==> config.mk <==
export PLATFORM = sky130hd
export DESIGN_NAME = ir_remote_pulse_train_generator_flat
export DESIGN_NICKNAME = d
export VERILOG_FILES = /design/src/sv/irptg_pkg.sv /design/src/sv/irptg_in_if.sv /design/src/sv/irptg_out_if.sv /design/src/sv/ir_remote_pulse_train_generator.sv /design/src/flat_wrapper.sv
export SDC_FILE = /design/constraint.sdc
export NUM_CORES = 1
export LEC_CHECK = 0
export ABC_AREA = 1
export BUFFER_PORTS_ARGS = -buffer_cell sky130_fd_sc_hd__buf_4
export CAP_MARGIN = 30
export CORE_ASPECT_RATIO = 0.75
export CORE_MARGIN = 8
export CORE_UTILIZATION = 60
export DETAILED_ROUTE_END_ITERATION = 8
export GPL_TIMING_DRIVEN = 1
export PLACE_DENSITY_LB_ADDON = 0.15
export SLEW_MARGIN = 30
export SYNTH_ARGS = -nofsm -noshare
export SYNTH_HDL_FRONTEND = slang
export SYNTH_SLANG_ARGS = --single-unit
==> constraint.sdc <==
create_clock -name clk_i -period 9.2 [get_ports clk_i]
set_clock_uncertainty 0.15 [all_clocks]
set_input_delay 0.92 -clock clk_i [delete_from_list [all_inputs] [get_ports clk_i]]
set_output_delay 0.92 -clock clk_i [all_outputs]
set_load 0.01 [all_outputs]
==> src/sv/irptg_pkg.sv <==
// Package for the IR remote pulse-train generator.
// Holds field widths, frame constants, register indexes and phase codes.
// No dependencies.
package irptg_pkg;

  // Frame layout
  localparam int unsigned COMMAND_BITS = 7;
  localparam int unsigned ADDRESS_BITS = 13;

  // Field and register widths
  localparam int unsigned CmdW     = 8;
  localparam int unsigned AddrW    = 13;
  localparam int unsigned HalfW    = 8;
  localparam int unsigned BitGapW  = 12;
  localparam int unsigned FrmGapW  = 16;
  localparam int unsigned RepW     = 3;
  localparam int unsigned CycW     = 7;
  localparam int unsigned TimerW   = 16;
  localparam int unsigned BitIdxW  = 4;
  localparam int unsigned CfgIdxW  = 3;
  localparam int unsigned CfgDataW = 16;

  // Configuration register indexes
  localparam logic [CfgIdxW-1:0] RegDevAddr  = 3'd0;
  localparam logic [CfgIdxW-1:0] RegHalfPer  = 3'd1;
  localparam logic [CfgIdxW-1:0] RegBitGap   = 3'd2;
  localparam logic [CfgIdxW-1:0] RegFrameGap = 3'd3;
  localparam logic [CfgIdxW-1:0] RegRepeats  = 3'd4;
  localparam logic [CfgIdxW-1:0] RegStartCyc = 3'd5;
  localparam logic [CfgIdxW-1:0] RegOneCyc   = 3'd6;
  localparam logic [CfgIdxW-1:0] RegZeroCyc  = 3'd7;

  // Register reset values
  localparam logic [AddrW-1:0]   DevAddrRst  = 13'd0;
  localparam logic [HalfW-1:0]   HalfPerRst  = 8'd11;
  localparam logic [BitGapW-1:0] BitGapRst   = 12'd651;
  localparam logic [FrmGapW-1:0] FrameGapRst = 16'd11000;
  localparam logic [RepW-1:0]    RepeatsRst  = 3'd5;
  localparam logic [CycW-1:0]    StartCycRst = 7'd96;
  localparam logic [CycW-1:0]    OneCycRst   = 7'd48;
  localparam logic [CycW-1:0]    ZeroCycRst  = 7'd24;

  // Frame phase codes
  localparam logic [1:0] PhStart = 2'd0;
  localparam logic [1:0] PhCmd   = 2'd1;
  localparam logic [1:0] PhAddr  = 2'd2;
  localparam logic [1:0] PhGap   = 2'd3;

  // Input op codes
  localparam logic OpTick  = 1'b0;
  localparam logic OpStart = 1'b1;

endpackage

==> src/sv/irptg_in_if.sv <==
// Input channel of the IR pulse-train generator: valid/ready plus op and command.
// Depends on irptg_pkg.
interface irptg_in_if import irptg_pkg::*; ();
  logic            valid;
  logic            ready;
  logic            op;
  logic [CmdW-1:0] command;

  modport source (output valid, output op, output command, input ready);
  modport sink   (input valid, input op, input command, output ready);
endinterface

==> src/sv/irptg_out_if.sv <==
// Result channel of the IR pulse-train generator: valid/ready plus LED and busy.
// No dependencies.
interface irptg_out_if ();
  logic valid;
  logic ready;
  logic led_on;
  logic busy_res;

  modport source (output valid, output led_on, output busy_res, input ready);
  modport sink   (input valid, input led_on, input busy_res, output ready);
endinterface

==> src/sv/ir_remote_pulse_train_generator.sv <==
// IR remote pulse-train generator, 20-bit frame transmitter.
// Each accepted item's result is registered in the output register, ready the cycle after acceptance.
// Throughput: one item per cycle; while a result waits untaken the input is held,
// and a new item enters in the cycle the waiting result is taken.
// Reset: async active low; config registers take their defaults, block idle, LED off.
module ir_remote_pulse_train_generator import irptg_pkg::*; (
  input  logic                clk_i,
  input  logic                rst_ni,
  irptg_in_if.sink            in_s,
  irptg_out_if.source         out_s,
  input  logic                cfg_we_i,
  input  logic [CfgIdxW-1:0]  cfg_idx_i,
  input  logic [CfgDataW-1:0] cfg_data_i
);

  // Configuration registers
  logic [AddrW-1:0]   dev_addr_q;
  logic [HalfW-1:0]   half_per_q;
  logic [BitGapW-1:0] bit_gap_q;
  logic [FrmGapW-1:0] frame_gap_q;
  logic [RepW-1:0]    repeats_q;
  logic [CycW-1:0]    start_cyc_q;
  logic [CycW-1:0]    one_cyc_q;
  logic [CycW-1:0]    zero_cyc_q;

  // Sequencer state
  logic [CmdW-1:0]    shot_code_q,    shot_code_d;
  logic               led_level_q,    led_level_d;
  logic [TimerW-1:0]  elapsed_q,      elapsed_d;
  logic [CycW-1:0]    burst_cyc_q,    burst_cyc_d;
  logic [BitIdxW-1:0] bit_idx_q,      bit_idx_d;
  logic [1:0]         frame_phase_q,  frame_phase_d;
  logic [RepW-1:0]    frame_cnt_q,    frame_cnt_d;

  // Output register
  logic               out_valid_q;
  logic               led_out_q;
  logic               busy_out_q;

  logic               in_fire;
  logic [TimerW-1:0]  elapsed_inc;
  logic [CycW-1:0]    target;
  logic               cur_bit;
  logic [15:0]        addr_ext;
  logic               burst_done;
  logic [BitIdxW:0]   bit_idx_nxt;

  assign in_s.ready = !out_valid_q || out_s.ready;
  assign in_fire    = in_s.valid && in_s.ready;

  always_ff @(posedge clk_i or negedge rst_ni) begin
    if (!rst_ni) begin
      dev_addr_q  <= DevAddrRst;
      half_per_q  <= HalfPerRst;
      bit_gap_q   <= BitGapRst;
      frame_gap_q <= FrameGapRst;
      repeats_q   <= RepeatsRst;
      start_cyc_q <= StartCycRst;
      one_cyc_q   <= OneCycRst;
      zero_cyc_q  <= ZeroCycRst;
    end else if (cfg_we_i) begin
      unique case (cfg_idx_i)
        RegDevAddr:  dev_addr_q  <= cfg_data_i[AddrW-1:0];
        RegHalfPer:  half_per_q  <= cfg_data_i[HalfW-1:0];
        RegBitGap:   bit_gap_q   <= cfg_data_i[BitGapW-1:0];
        RegFrameGap: frame_gap_q <= cfg_data_i[FrmGapW-1:0];
        RegRepeats:  repeats_q   <= cfg_data_i[RepW-1:0];
        RegStartCyc: start_cyc_q <= cfg_data_i[CycW-1:0];
        RegOneCyc:   one_cyc_q   <= cfg_data_i[CycW-1:0];
        RegZeroCyc:  zero_cyc_q  <= cfg_data_i[CycW-1:0];
        default: ;
      endcase
    end
  end

  assign elapsed_inc = (elapsed_q != {TimerW{1'b1}}) ? elapsed_q + 1'b1 : elapsed_q;
  assign addr_ext    = {{(16 - AddrW){1'b0}}, dev_addr_q};
  assign cur_bit     = (frame_phase_q == PhCmd) ? shot_code_q[bit_idx_q[2:0]]
                                                : addr_ext[bit_idx_q];
  assign target      = (frame_phase_q == PhStart) ? start_cyc_q
                     : (cur_bit ? one_cyc_q : zero_cyc_q);
  assign bit_idx_nxt = {1'b0, bit_idx_q} + 1'b1;

  always_comb begin
    shot_code_d   = shot_code_q;
    led_level_d   = led_level_q;
    elapsed_d     = elapsed_q;
    burst_cyc_d   = burst_cyc_q;
    bit_idx_d     = bit_idx_q;
    frame_phase_d = frame_phase_q;
    frame_cnt_d   = frame_cnt_q;
    burst_done    = 1'b0;

    if (in_s.op == OpStart) begin
      if (shot_code_q == '0 && in_s.command != '0) begin
        shot_code_d   = in_s.command;
        burst_cyc_d   = '0;
        bit_idx_d     = '0;
        frame_phase_d = PhStart;
        frame_cnt_d   = '0;
      end
    end else begin
      elapsed_d = elapsed_inc;
      if (shot_code_q != '0) begin
        if (frame_cnt_q >= repeats_q) begin
          // all frames sent: go idle, LED off
          shot_code_d   = '0;
          led_level_d   = 1'b0;
          burst_cyc_d   = '0;
          bit_idx_d     = '0;
          frame_phase_d = PhStart;
          frame_cnt_d   = '0;
        end else if (frame_phase_q == PhGap) begin
          if (elapsed_inc >= frame_gap_q) begin
            frame_cnt_d   = frame_cnt_q + 1'b1;
            frame_phase_d = PhStart;
            burst_cyc_d   = '0;
            bit_idx_d     = '0;
          end
        end else begin
          if (burst_cyc_q < target) begin
            // carrier: toggle every half period, count on falling edge
            if (elapsed_inc >= {{(TimerW - HalfW){1'b0}}, half_per_q}) begin
              led_level_d = !led_level_q;
              if (led_level_q) burst_cyc_d = burst_cyc_q + 1'b1;
              elapsed_d = '0;
            end
          end else begin
            burst_done = (elapsed_inc >= {{(TimerW - BitGapW){1'b0}}, bit_gap_q});
          end

          if (burst_done) begin
            burst_cyc_d = '0;
            unique case (frame_phase_q)
              PhStart: begin
                frame_phase_d = PhCmd;
                bit_idx_d     = '0;
              end
              PhCmd: begin
                if (bit_idx_nxt >= (BitIdxW + 1)'(COMMAND_BITS)) begin
                  frame_phase_d = PhAddr;
                  bit_idx_d     = '0;
                end else begin
                  bit_idx_d = bit_idx_nxt[BitIdxW-1:0];
                end
              end
              PhAddr: begin
                if (bit_idx_nxt >= (BitIdxW + 1)'(ADDRESS_BITS)) begin
                  frame_phase_d = PhGap;
                  bit_idx_d     = '0;
                end else begin
                  bit_idx_d = bit_idx_nxt[BitIdxW-1:0];
                end
              end
              default: ;
            endcase
          end
        end
      end
    end
  end

  always_ff @(posedge clk_i or negedge rst_ni) begin
    if (!rst_ni) begin
      shot_code_q   <= '0;
      led_level_q   <= 1'b0;
      elapsed_q     <= {TimerW{1'b1}};
      burst_cyc_q   <= '0;
      bit_idx_q     <= '0;
      frame_phase_q <= PhStart;
      frame_cnt_q   <= '0;
    end else if (in_fire) begin
      shot_code_q   <= shot_code_d;
      led_level_q   <= led_level_d;
      elapsed_q     <= elapsed_d;
      burst_cyc_q   <= burst_cyc_d;
      bit_idx_q     <= bit_idx_d;
      frame_phase_q <= frame_phase_d;
      frame_cnt_q   <= frame_cnt_d;
    end
  end

  // hold the result until taken; load the next one on every accepted item
  always_ff @(posedge clk_i or negedge rst_ni) begin
    if (!rst_ni) begin
      out_valid_q <= 1'b0;
    end else if (in_fire) begin
      out_valid_q <= 1'b1;
    end else if (out_s.ready) begin
      out_valid_q <= 1'b0;
    end
  end

  always_ff @(posedge clk_i) begin
    if (in_fire) begin
      led_out_q  <= led_level_d;
      busy_out_q <= (shot_code_d != '0);
    end
  end

  assign out_s.valid    = out_valid_q;
  assign out_s.led_on   = led_out_q;
  assign out_s.busy_res = busy_out_q;

  // Idle means LED off, phase at start and burst, bit and frame counters cleared
  a_idle_clear: assert property (@(posedge clk_i) disable iff (!rst_ni)
    (shot_code_q == '0) |-> (!led_level_q && frame_phase_q == PhStart &&
                            bit_idx_q == '0 && burst_cyc_q == '0 && frame_cnt_q == '0))
    else $error("idle state not cleared");

  // Bit index stays inside the field being sent
  a_bit_range: assert property (@(posedge clk_i) disable iff (!rst_ni)
    (frame_phase_q != PhCmd || {1'b0, bit_idx_q} < (BitIdxW + 1)'(COMMAND_BITS)) &&
    (frame_phase_q != PhAddr || {1'b0, bit_idx_q} < (BitIdxW + 1)'(ADDRESS_BITS)))
    else $error("bit index out of range");

  // A result that reports idle never shows the LED on
  a_out_idle_led: assert property (@(posedge clk_i) disable iff (!rst_ni)
    (out_valid_q && !busy_out_q) |-> !led_out_q)
    else $error("LED on while idle");

  // An accepted item always produces a pending result next cycle
  a_result_follows: assert property (@(posedge clk_i) disable iff (!rst_ni)
    in_fire |=> out_valid_q)
    else $error("result lost after accepted item");

endmodule

==> src/flat_wrapper.sv <==
// flat-port wrapper written by rule: the top's interface ports become plain ports
module ir_remote_pulse_train_generator_flat import irptg_pkg::*;
  (clk_i, rst_ni, cfg_we_i, cfg_idx_i, cfg_data_i, in_s_valid, in_s_op, in_s_command, in_s_ready, out_s_valid, out_s_led_on, out_s_busy_res, out_s_ready);
  irptg_in_if in_s_i ();
  irptg_out_if out_s_i ();
  input  logic clk_i;
  input  logic rst_ni;
  input  logic cfg_we_i;
  input  logic [CfgIdxW-1:0] cfg_idx_i;
  input  logic [CfgDataW-1:0] cfg_data_i;
  input wire logic [$bits(in_s_i.valid)-1:0] in_s_valid;
  input wire logic [$bits(in_s_i.op)-1:0] in_s_op;
  input wire logic [$bits(in_s_i.command)-1:0] in_s_command;
  output wire logic [$bits(in_s_i.ready)-1:0] in_s_ready;
  output wire logic [$bits(out_s_i.valid)-1:0] out_s_valid;
  output wire logic [$bits(out_s_i.led_on)-1:0] out_s_led_on;
  output wire logic [$bits(out_s_i.busy_res)-1:0] out_s_busy_res;
  input wire logic [$bits(out_s_i.ready)-1:0] out_s_ready;
  assign in_s_i.valid = in_s_valid;
  assign in_s_i.op = in_s_op;
  assign in_s_i.command = in_s_command;
  assign in_s_ready = in_s_i.ready;
  assign out_s_valid = out_s_i.valid;
  assign out_s_led_on = out_s_i.led_on;
  assign out_s_busy_res = out_s_i.busy_res;
  assign out_s_i.ready = out_s_ready;
  ir_remote_pulse_train_generator u_core (.clk_i(clk_i), .rst_ni(rst_ni), .in_s(in_s_i), .out_s(out_s_i), .cfg_we_i(cfg_we_i), .cfg_idx_i(cfg_idx_i), .cfg_data_i(cfg_data_i));
endmodule
Word-level counts from Yosys, hierarchy flattened
Cells that the tools add are included.
{ "word_totals": {"ff_bits": 117, "input_bits": 33, "out_inout_bits": 4, "wordCells": 146} }
{ "classes": {"add_sub_neg": 4, "order_cmp": 9, "n_eq_ne": 15, "n_mux": 66, "bitwise_logic": 1, "n_reduce_logical": 33} }
{ "op_table": {"columns": ["operator", "n"], "rows": [
  ["16-bit two-way mux", 6],
  ["7-bit two-way mux", 12],
  ["4-bit two-way mux", 9],
  ["8-bit two-way mux", 4],
  ["8-bit nonzero test", 3],
  ["2-bit two-way mux", 9],
  ["3-bit two-way mux", 6],
  ["2-bit AND reduction", 9],
  ["16-bit by 1-bit adder with 16-bit output, second input constant", 1],
  ["16-bit by 12-bit greater-or-equal comparator with 1-bit output", 1],
  ["16-bit greater-or-equal comparator", 1],
  ["16-bit by 8-bit greater-or-equal comparator with 1-bit output", 1],
  ["1-bit two-way mux", 16],
  ["16-bit inequality test, second input constant", 1],
  ["5-bit nonzero test", 3],
  ["3-bit equality test, second input constant", 4],
  ["4-bit one-hot mux with 3 select lines", 1],
  ["8-bit logical NOT", 1],
  ["8-bit AND reduction", 1],
  ["7-bit by 1-bit adder with 7-bit output, second input constant", 1],
  ["7-bit less-than comparator", 1],
  ["7-bit AND reduction", 1],
  ["3-bit by 2-bit equality test with 1-bit output, second input constant", 2],
  ["2-bit one-hot mux with 3 select lines", 1],
  ["28 further kinds", 33]
]} }

Logic depth before layout (Yosys ltp)
{ "depth": {"depth_word": 16, "depth_mapped": 26, "mapped_depth_nobuf": 26} }

Worst setup path after synthesis
OpenSTA, ideal clock, no wires.
{ "synth_timing": {"path_kind": "register to register", "from": "reg u_core.elapsed_q[1]", "to": "reg u_core.burst_cyc_q[3]", "setup_time_ns": 0.117, "arrival_ns": 3.280, "required_time_ns": 8.933, "setup_slack_ns": 5.654, "path_stages_with_launch": 25, "path_buffers": 0, "synth_period_minus_slack_ns": 3.546, "path_cell_list": "dfstp_2 -> ha_1 -> nand3_1 -> nor2_1 -> nand2_1 -> nor3_2 -> nand2_1 -> nand2_1 -> nor2_1 -> nand2_1 -> xor2_1 -> ha_1 -> a21oi_1 -> o21ai_0 -> o31a_1 -> o21ai_0 -> nand2_1 -> nand3_1 -> nand2_1 -> nand2_4 -> nand3_1 -> nand2_1 -> nor2_2 -> nand2_1 -> nand2_1"} }
{ "synth_between": {"elab_chain_cells": 13, "word_cells_on_any_way": 21, "classes_between": "add/sub (1); order compare (3); eq/ne (2); mux (11); reduce/logical (4)"} }
{ "synth_rtl": {"columns": ["element", "line", "rtl"], "rows": [
  ["start, declared", "ir_remote_pulse_train_generator.sv:29", "logic [TimerW-1:0] elapsed_q, elapsed_d;"],
  ["start signal, assigned", "ir_remote_pulse_train_generator.sv:167", "elapsed_q <= {TimerW{1'b1}};"],
  ["start signal, assigned", "ir_remote_pulse_train_generator.sv:175", "elapsed_q <= elapsed_d;"],
  ["16-bit by 1-bit adder with 16-bit output / 16-bit inequality test (equally long branches)", "ir_remote_pulse_train_generator.sv:76", "assign elapsed_inc = (elapsed_q != {TimerW{1'b1}}) ? elapsed_q + 1'b1 : elapsed_q;"],
  ["16-bit two-way mux (*)", "ir_remote_pulse_train_generator.sv:76", null],
  ["16-bit by 12-bit greater-or-equal comparator with 1-bit output", "ir_remote_pulse_train_generator.sv:129", "burst_done = (elapsed_inc >= {{(TimerW - BitGapW){1'b0}}, bit_gap_q});"],
  ["1-bit two-way mux", "ir_remote_pulse_train_generator.sv:121", "if (burst_cyc_q < target) begin"],
  ["1-bit two-way mux", "ir_remote_pulse_train_generator.sv:113", "end else if (frame_phase_q == PhGap) begin"],
  ["1-bit two-way mux", "ir_remote_pulse_train_generator.sv:105", "if (frame_cnt_q >= repeats_q) begin"],
  ["1-bit two-way mux", "ir_remote_pulse_train_generator.sv:104", "if (shot_code_q != '0) begin"],
  ["1-bit two-way mux", "ir_remote_pulse_train_generator.sv:94", "if (in_s.op == OpStart) begin"],
  ["7-bit two-way mux", "ir_remote_pulse_train_generator.sv:132", "if (burst_done) begin"],
  ["7-bit two-way mux", "ir_remote_pulse_train_generator.sv:113", null],
  ["7-bit two-way mux", "ir_remote_pulse_train_generator.sv:105", null],
  ["7-bit two-way mux", "ir_remote_pulse_train_generator.sv:104", null],
  ["7-bit two-way mux", "ir_remote_pulse_train_generator.sv:94", null],
  ["end signal, assigned", "ir_remote_pulse_train_generator.sv:176", "burst_cyc_q <= burst_cyc_d;"],
  ["end, declared", "ir_remote_pulse_train_generator.sv:30", "logic [CycW-1:0] burst_cyc_q, burst_cyc_d;"]
]} }
Mark *: on every way between the ends. The rest lies on a longest branch, timed or not. The select of a mux whose other input is x is not followed.
A chain may end at the register's enable or synchronous reset.

Worst setup path in the final report
{ "layout_timing": {"from": "reg u_core.elapsed_q[1]", "to": "reg u_core.burst_cyc_q[0]"} }
Same word-level chain as after synthesis.

==> flow_summary.toml <==
[floorplanning]
fp.dieArea_mm2 = 0.01567
core_area_mm2 = 0.01161
io_pins = 37
die_h_um = 110.4
start_util_pct = 61.44
die_x_um = 141.9
rows = 34

[yosys]
synth_cell_type_count = 43
ys.flop_type = "dfrtp_1"
synth_warnings = 0
synth_top_area_cell = "dfrtp_1"
synth_cells = 915
syn-num-nets = 1001
yosys_register_bits = 117
synth_area_mm2 = 0.007136
synth_most_common_cell = "nand2_1"
synth_area_leaders = "dfrtp_1 26%, dfstp_2 15%, nand2_1 12%"
yosysTopAreaCellShare_pct = 26.30
synth_edf_count = 2
ys_seq_area_share_pct = 41.87
avgSynthCellArea_um2 = 7.798
synth-async-reset-ratio_pct = 98.29
netlist_top_cells_count = "224 x nand2_1, 137 x inv_1, 107 x o21ai_0"

[routing]
post_drt_wl_per_cell_um = 15.72
antenna_left = 0
dr.pass1.iters = 5
drc = 0
num_vias = 6219
dr.first_iter.drc_count = 549
vias_per_cell = 5.533
wl_um = 17670

[setup_path]
critPathCaptureType = "register"
worstSetupPathType = "register to register"
cp_top_family = "simple AND/OR/NAND/NOR gates"
cp-start-kind = "register"
crit_fanout = 9
cpPeakStageDelay_ps = 540
cp.required_ps = 9400
crit_top_cell = "nand2_1"
crit_arrival_ps = 4460
crit_chain = "ha_1 > nand3_1 > nor2_1 > nand2_1 > nor3_2 > nand2_1 > nand2_1 > nor2_1 > nand2_1 > xor2_1 > ha_1 > a21oi_1 > o21ai_0 > o31a_1 > o21ai_0 > nand2_1 > nand3_1 > nand2_1 > nand2_4 > nand3_1 > nand3_2 > nand2_1 > o21ai_1"
crit_slowest_cell = "dfstp_2"
worst-path-buf-inv = 0

[timing]
fmax_mhz = 234.8
hold_violations = 0
setup_viol = 0
tns_ps = 0
slew_violations = 0
worstMarginPinSlew_ps = 744.5
rsz0062_at_grt = "no"
fin_ws_ps = 4941
slew_headroom_pct = 50.24
period_needed_ps = 4259
fin_crit_sh_pct = 46.30

[pwr]
power.density_mw_per_mm2 = 294.2
p_leak_uw = 0.003961
vdd_ir_drop_max_mv = 0.1672

[final_layout]
fin_cells = 1124
nets = 1035
fin_util_pct = 70.06
fill_cells = 915
drive_gt1_share_pct = 15.18
syn_to_final_growth_pct = 14.03
num_antenna_cells = 0

[place]
routabilityCongestion = 0.9078
port_buffers = 36
dp_hpwl_um = 12640
pre_cts_ws_ps = 4983
placed_cells = 1092

[cts]
cts_resized = 0
cts_tree = "yes"
htreeDepth = 4
post-cts-setup-buffer-count = 0
root_buffer = "clkbuf_16"
max-clock-path-buffers = 2
clk_pin_slew_ps = 60
worstSkewPairLatency_ps = 430
cts_buffers = 17
cts_sinks = 117
cts_hold_buf = 0

[hold_path]
hold_class = "register to register"

[status]
status = "completed"

[global_routing]
grt_use_total_pct = 23.87
antenna_found_initial = 0
first_global_vias = 6088
grt_max_degree = 74
overflow = 0
grt_pass1_wl_um = 29950

[run]
cap_violations = 0
kinds of logic after synthesis:
logic type | count (synthesis) | share of synthesized area [%]
XOR/XNOR | 13 | 1.596
AND/OR/NAND/NOR | 388 | 24.83
flip-flops | 117 | 41.87
buffers and inverters | 165 | 8.978
adder cells (fa/ha/maj) | 53 | 9.293
AO/OA/AOI/OAI | 179 | 13.43
cells in the final DEF, fill, tap and decap left out, types with 3 or more instances in the layout:
master / Yosys / routed
o211ai_1: 6 / 6
nand4_1: 6 / 6
o21ai_1: 14 / 14
dfstp_2: 40 / 40
inv_1: 137 / 137
dfrtp_1: 75 / 75
nand3_2: 12 / 13
nand2_1: 224 / 224
nor2_1: 43 / 42
nor2_4: 3 / 4
clkinv_2: 0 / 4
a21oi_1: 38 / 38
nand2_2: 5 / 5
nand3b_1: 3 / 3
clkbuf_16: 0 / 17
nand3_1: 58 / 57
a211oi_1: 3 / 3
clkbuf_1: 17 / 3
bufinv_16: 0 / 3
buf_4: 1 / 36
inv_2: 4 / 4
nor2_2: 4 / 4
nor4_1: 8 / 8
ha_1: 53 / 53
clkbuf_8: 0 / 3
nor3_1: 13 / 12
o21ai_0: 107 / 107
xor2_1: 12 / 12
final timing paths:
check / startpoint / slack [ps] / end / cells past startpoint
worst max-delay path: u_core.elapsed_q[1] / 4940 / u_core.burst_cyc_q[0] / 23
worst min register to register: u_core.start_cyc_q[3] / 330 / u_core.start_cyc_q[3] / 2
worst min-delay path: u_core.start_cyc_q[3] / 330 / u_core.start_cyc_q[3] / 2
max in group asynchronous: rst_ni / 7470 / u_core.bit_gap_q[11] / 2
worst max register to register: u_core.elapsed_q[1] / 4940 / u_core.burst_cyc_q[0] / 23
min in group asynchronous: rst_ni / 360 / u_core.frame_gap_q[14] / 1
power breakdown:
| part | switching [µW] | leakage, µW | internal, µW |
|---|---|---|---|
| registers | 86.7 | 0.00140 | 674 |
| logic | 619 | 0.00227 | 327 |
| clock network | 242 | 0.000293 | 445 |
sequential cells by signal, summed over array words and instances (netlist names):
| name | count |
|---|---|
| u_core.repeats_q | 3 |
| u_core.one_cyc_q | 7 |
| u_core.bit_idx_q | 4 |
| u_core.out_s.busy_res | 1 |
| u_core.frame_cnt_q | 3 |
| u_core.out_s.valid | 1 |
| u_core.out_s.led_on | 1 |
| u_core.shot_code_q | 8 |
| u_core.start_cyc_q | 7 |
| u_core.zero_cyc_q | 7 |
| u_core.frame_phase_q | 2 |
| u_core.dev_addr_q | 13 |
| u_core.frame_gap_q | 16 |
| u_core.half_per_q | 8 |
| u_core.led_level_q | 1 |
| u_core.bit_gap_q | 12 |
| u_core.burst_cyc_q | 7 |
| u_core.elapsed_q | 16 |
layer usage:
layer	vias up	track usage, %	share of wire, %
li1	3059	-	-
met1	2939	33.56	48
met2	198	35.30	44
met3	23	5.422	6.6
met4	0	8.494	1.5
met5	-	0	0
through the flow:
| stage | hold WS, ps | total power, µW | instance area, µm² |
|---|---|---|---|
| after global placement | 313.5 | 1647 | 7515 |
| final | 334.3 | 2394 | 8137 |
| after floorplan | 295.5 | 1442 | 7136 |
| after detailed placement | 323.3 | 1688 | 7530 |
| after CTS | 336.4 | 2387 | 8133 |
| after global routing | 357.6 | 2565 | 8137 |
final cells by class:
| class | count | area, µm² | share of cell area, % |
|---|---|---|---|
| clock buffers | 23 | 478.0 | 5.874 |
| clock inverters | 9 | 125.1 | 1.538 |
| flip-flops and latches | 117 | 2988 | 36.72 |
| inverters | 143 | 536.8 | 6.597 |
| repair buffers | 37 | 281.5 | 3.460 |
| well taps | 162 | 202.7 | 2.491 |
| multi-input cells | 633 | 3525 | 43.32 |
worst min-delay path, stage by stage, from the launching register on:
cell and delay (ps):
dfrtp_1 330, nand2_1 50, o21ai_0 60
(Power assumes the default switching activity.)
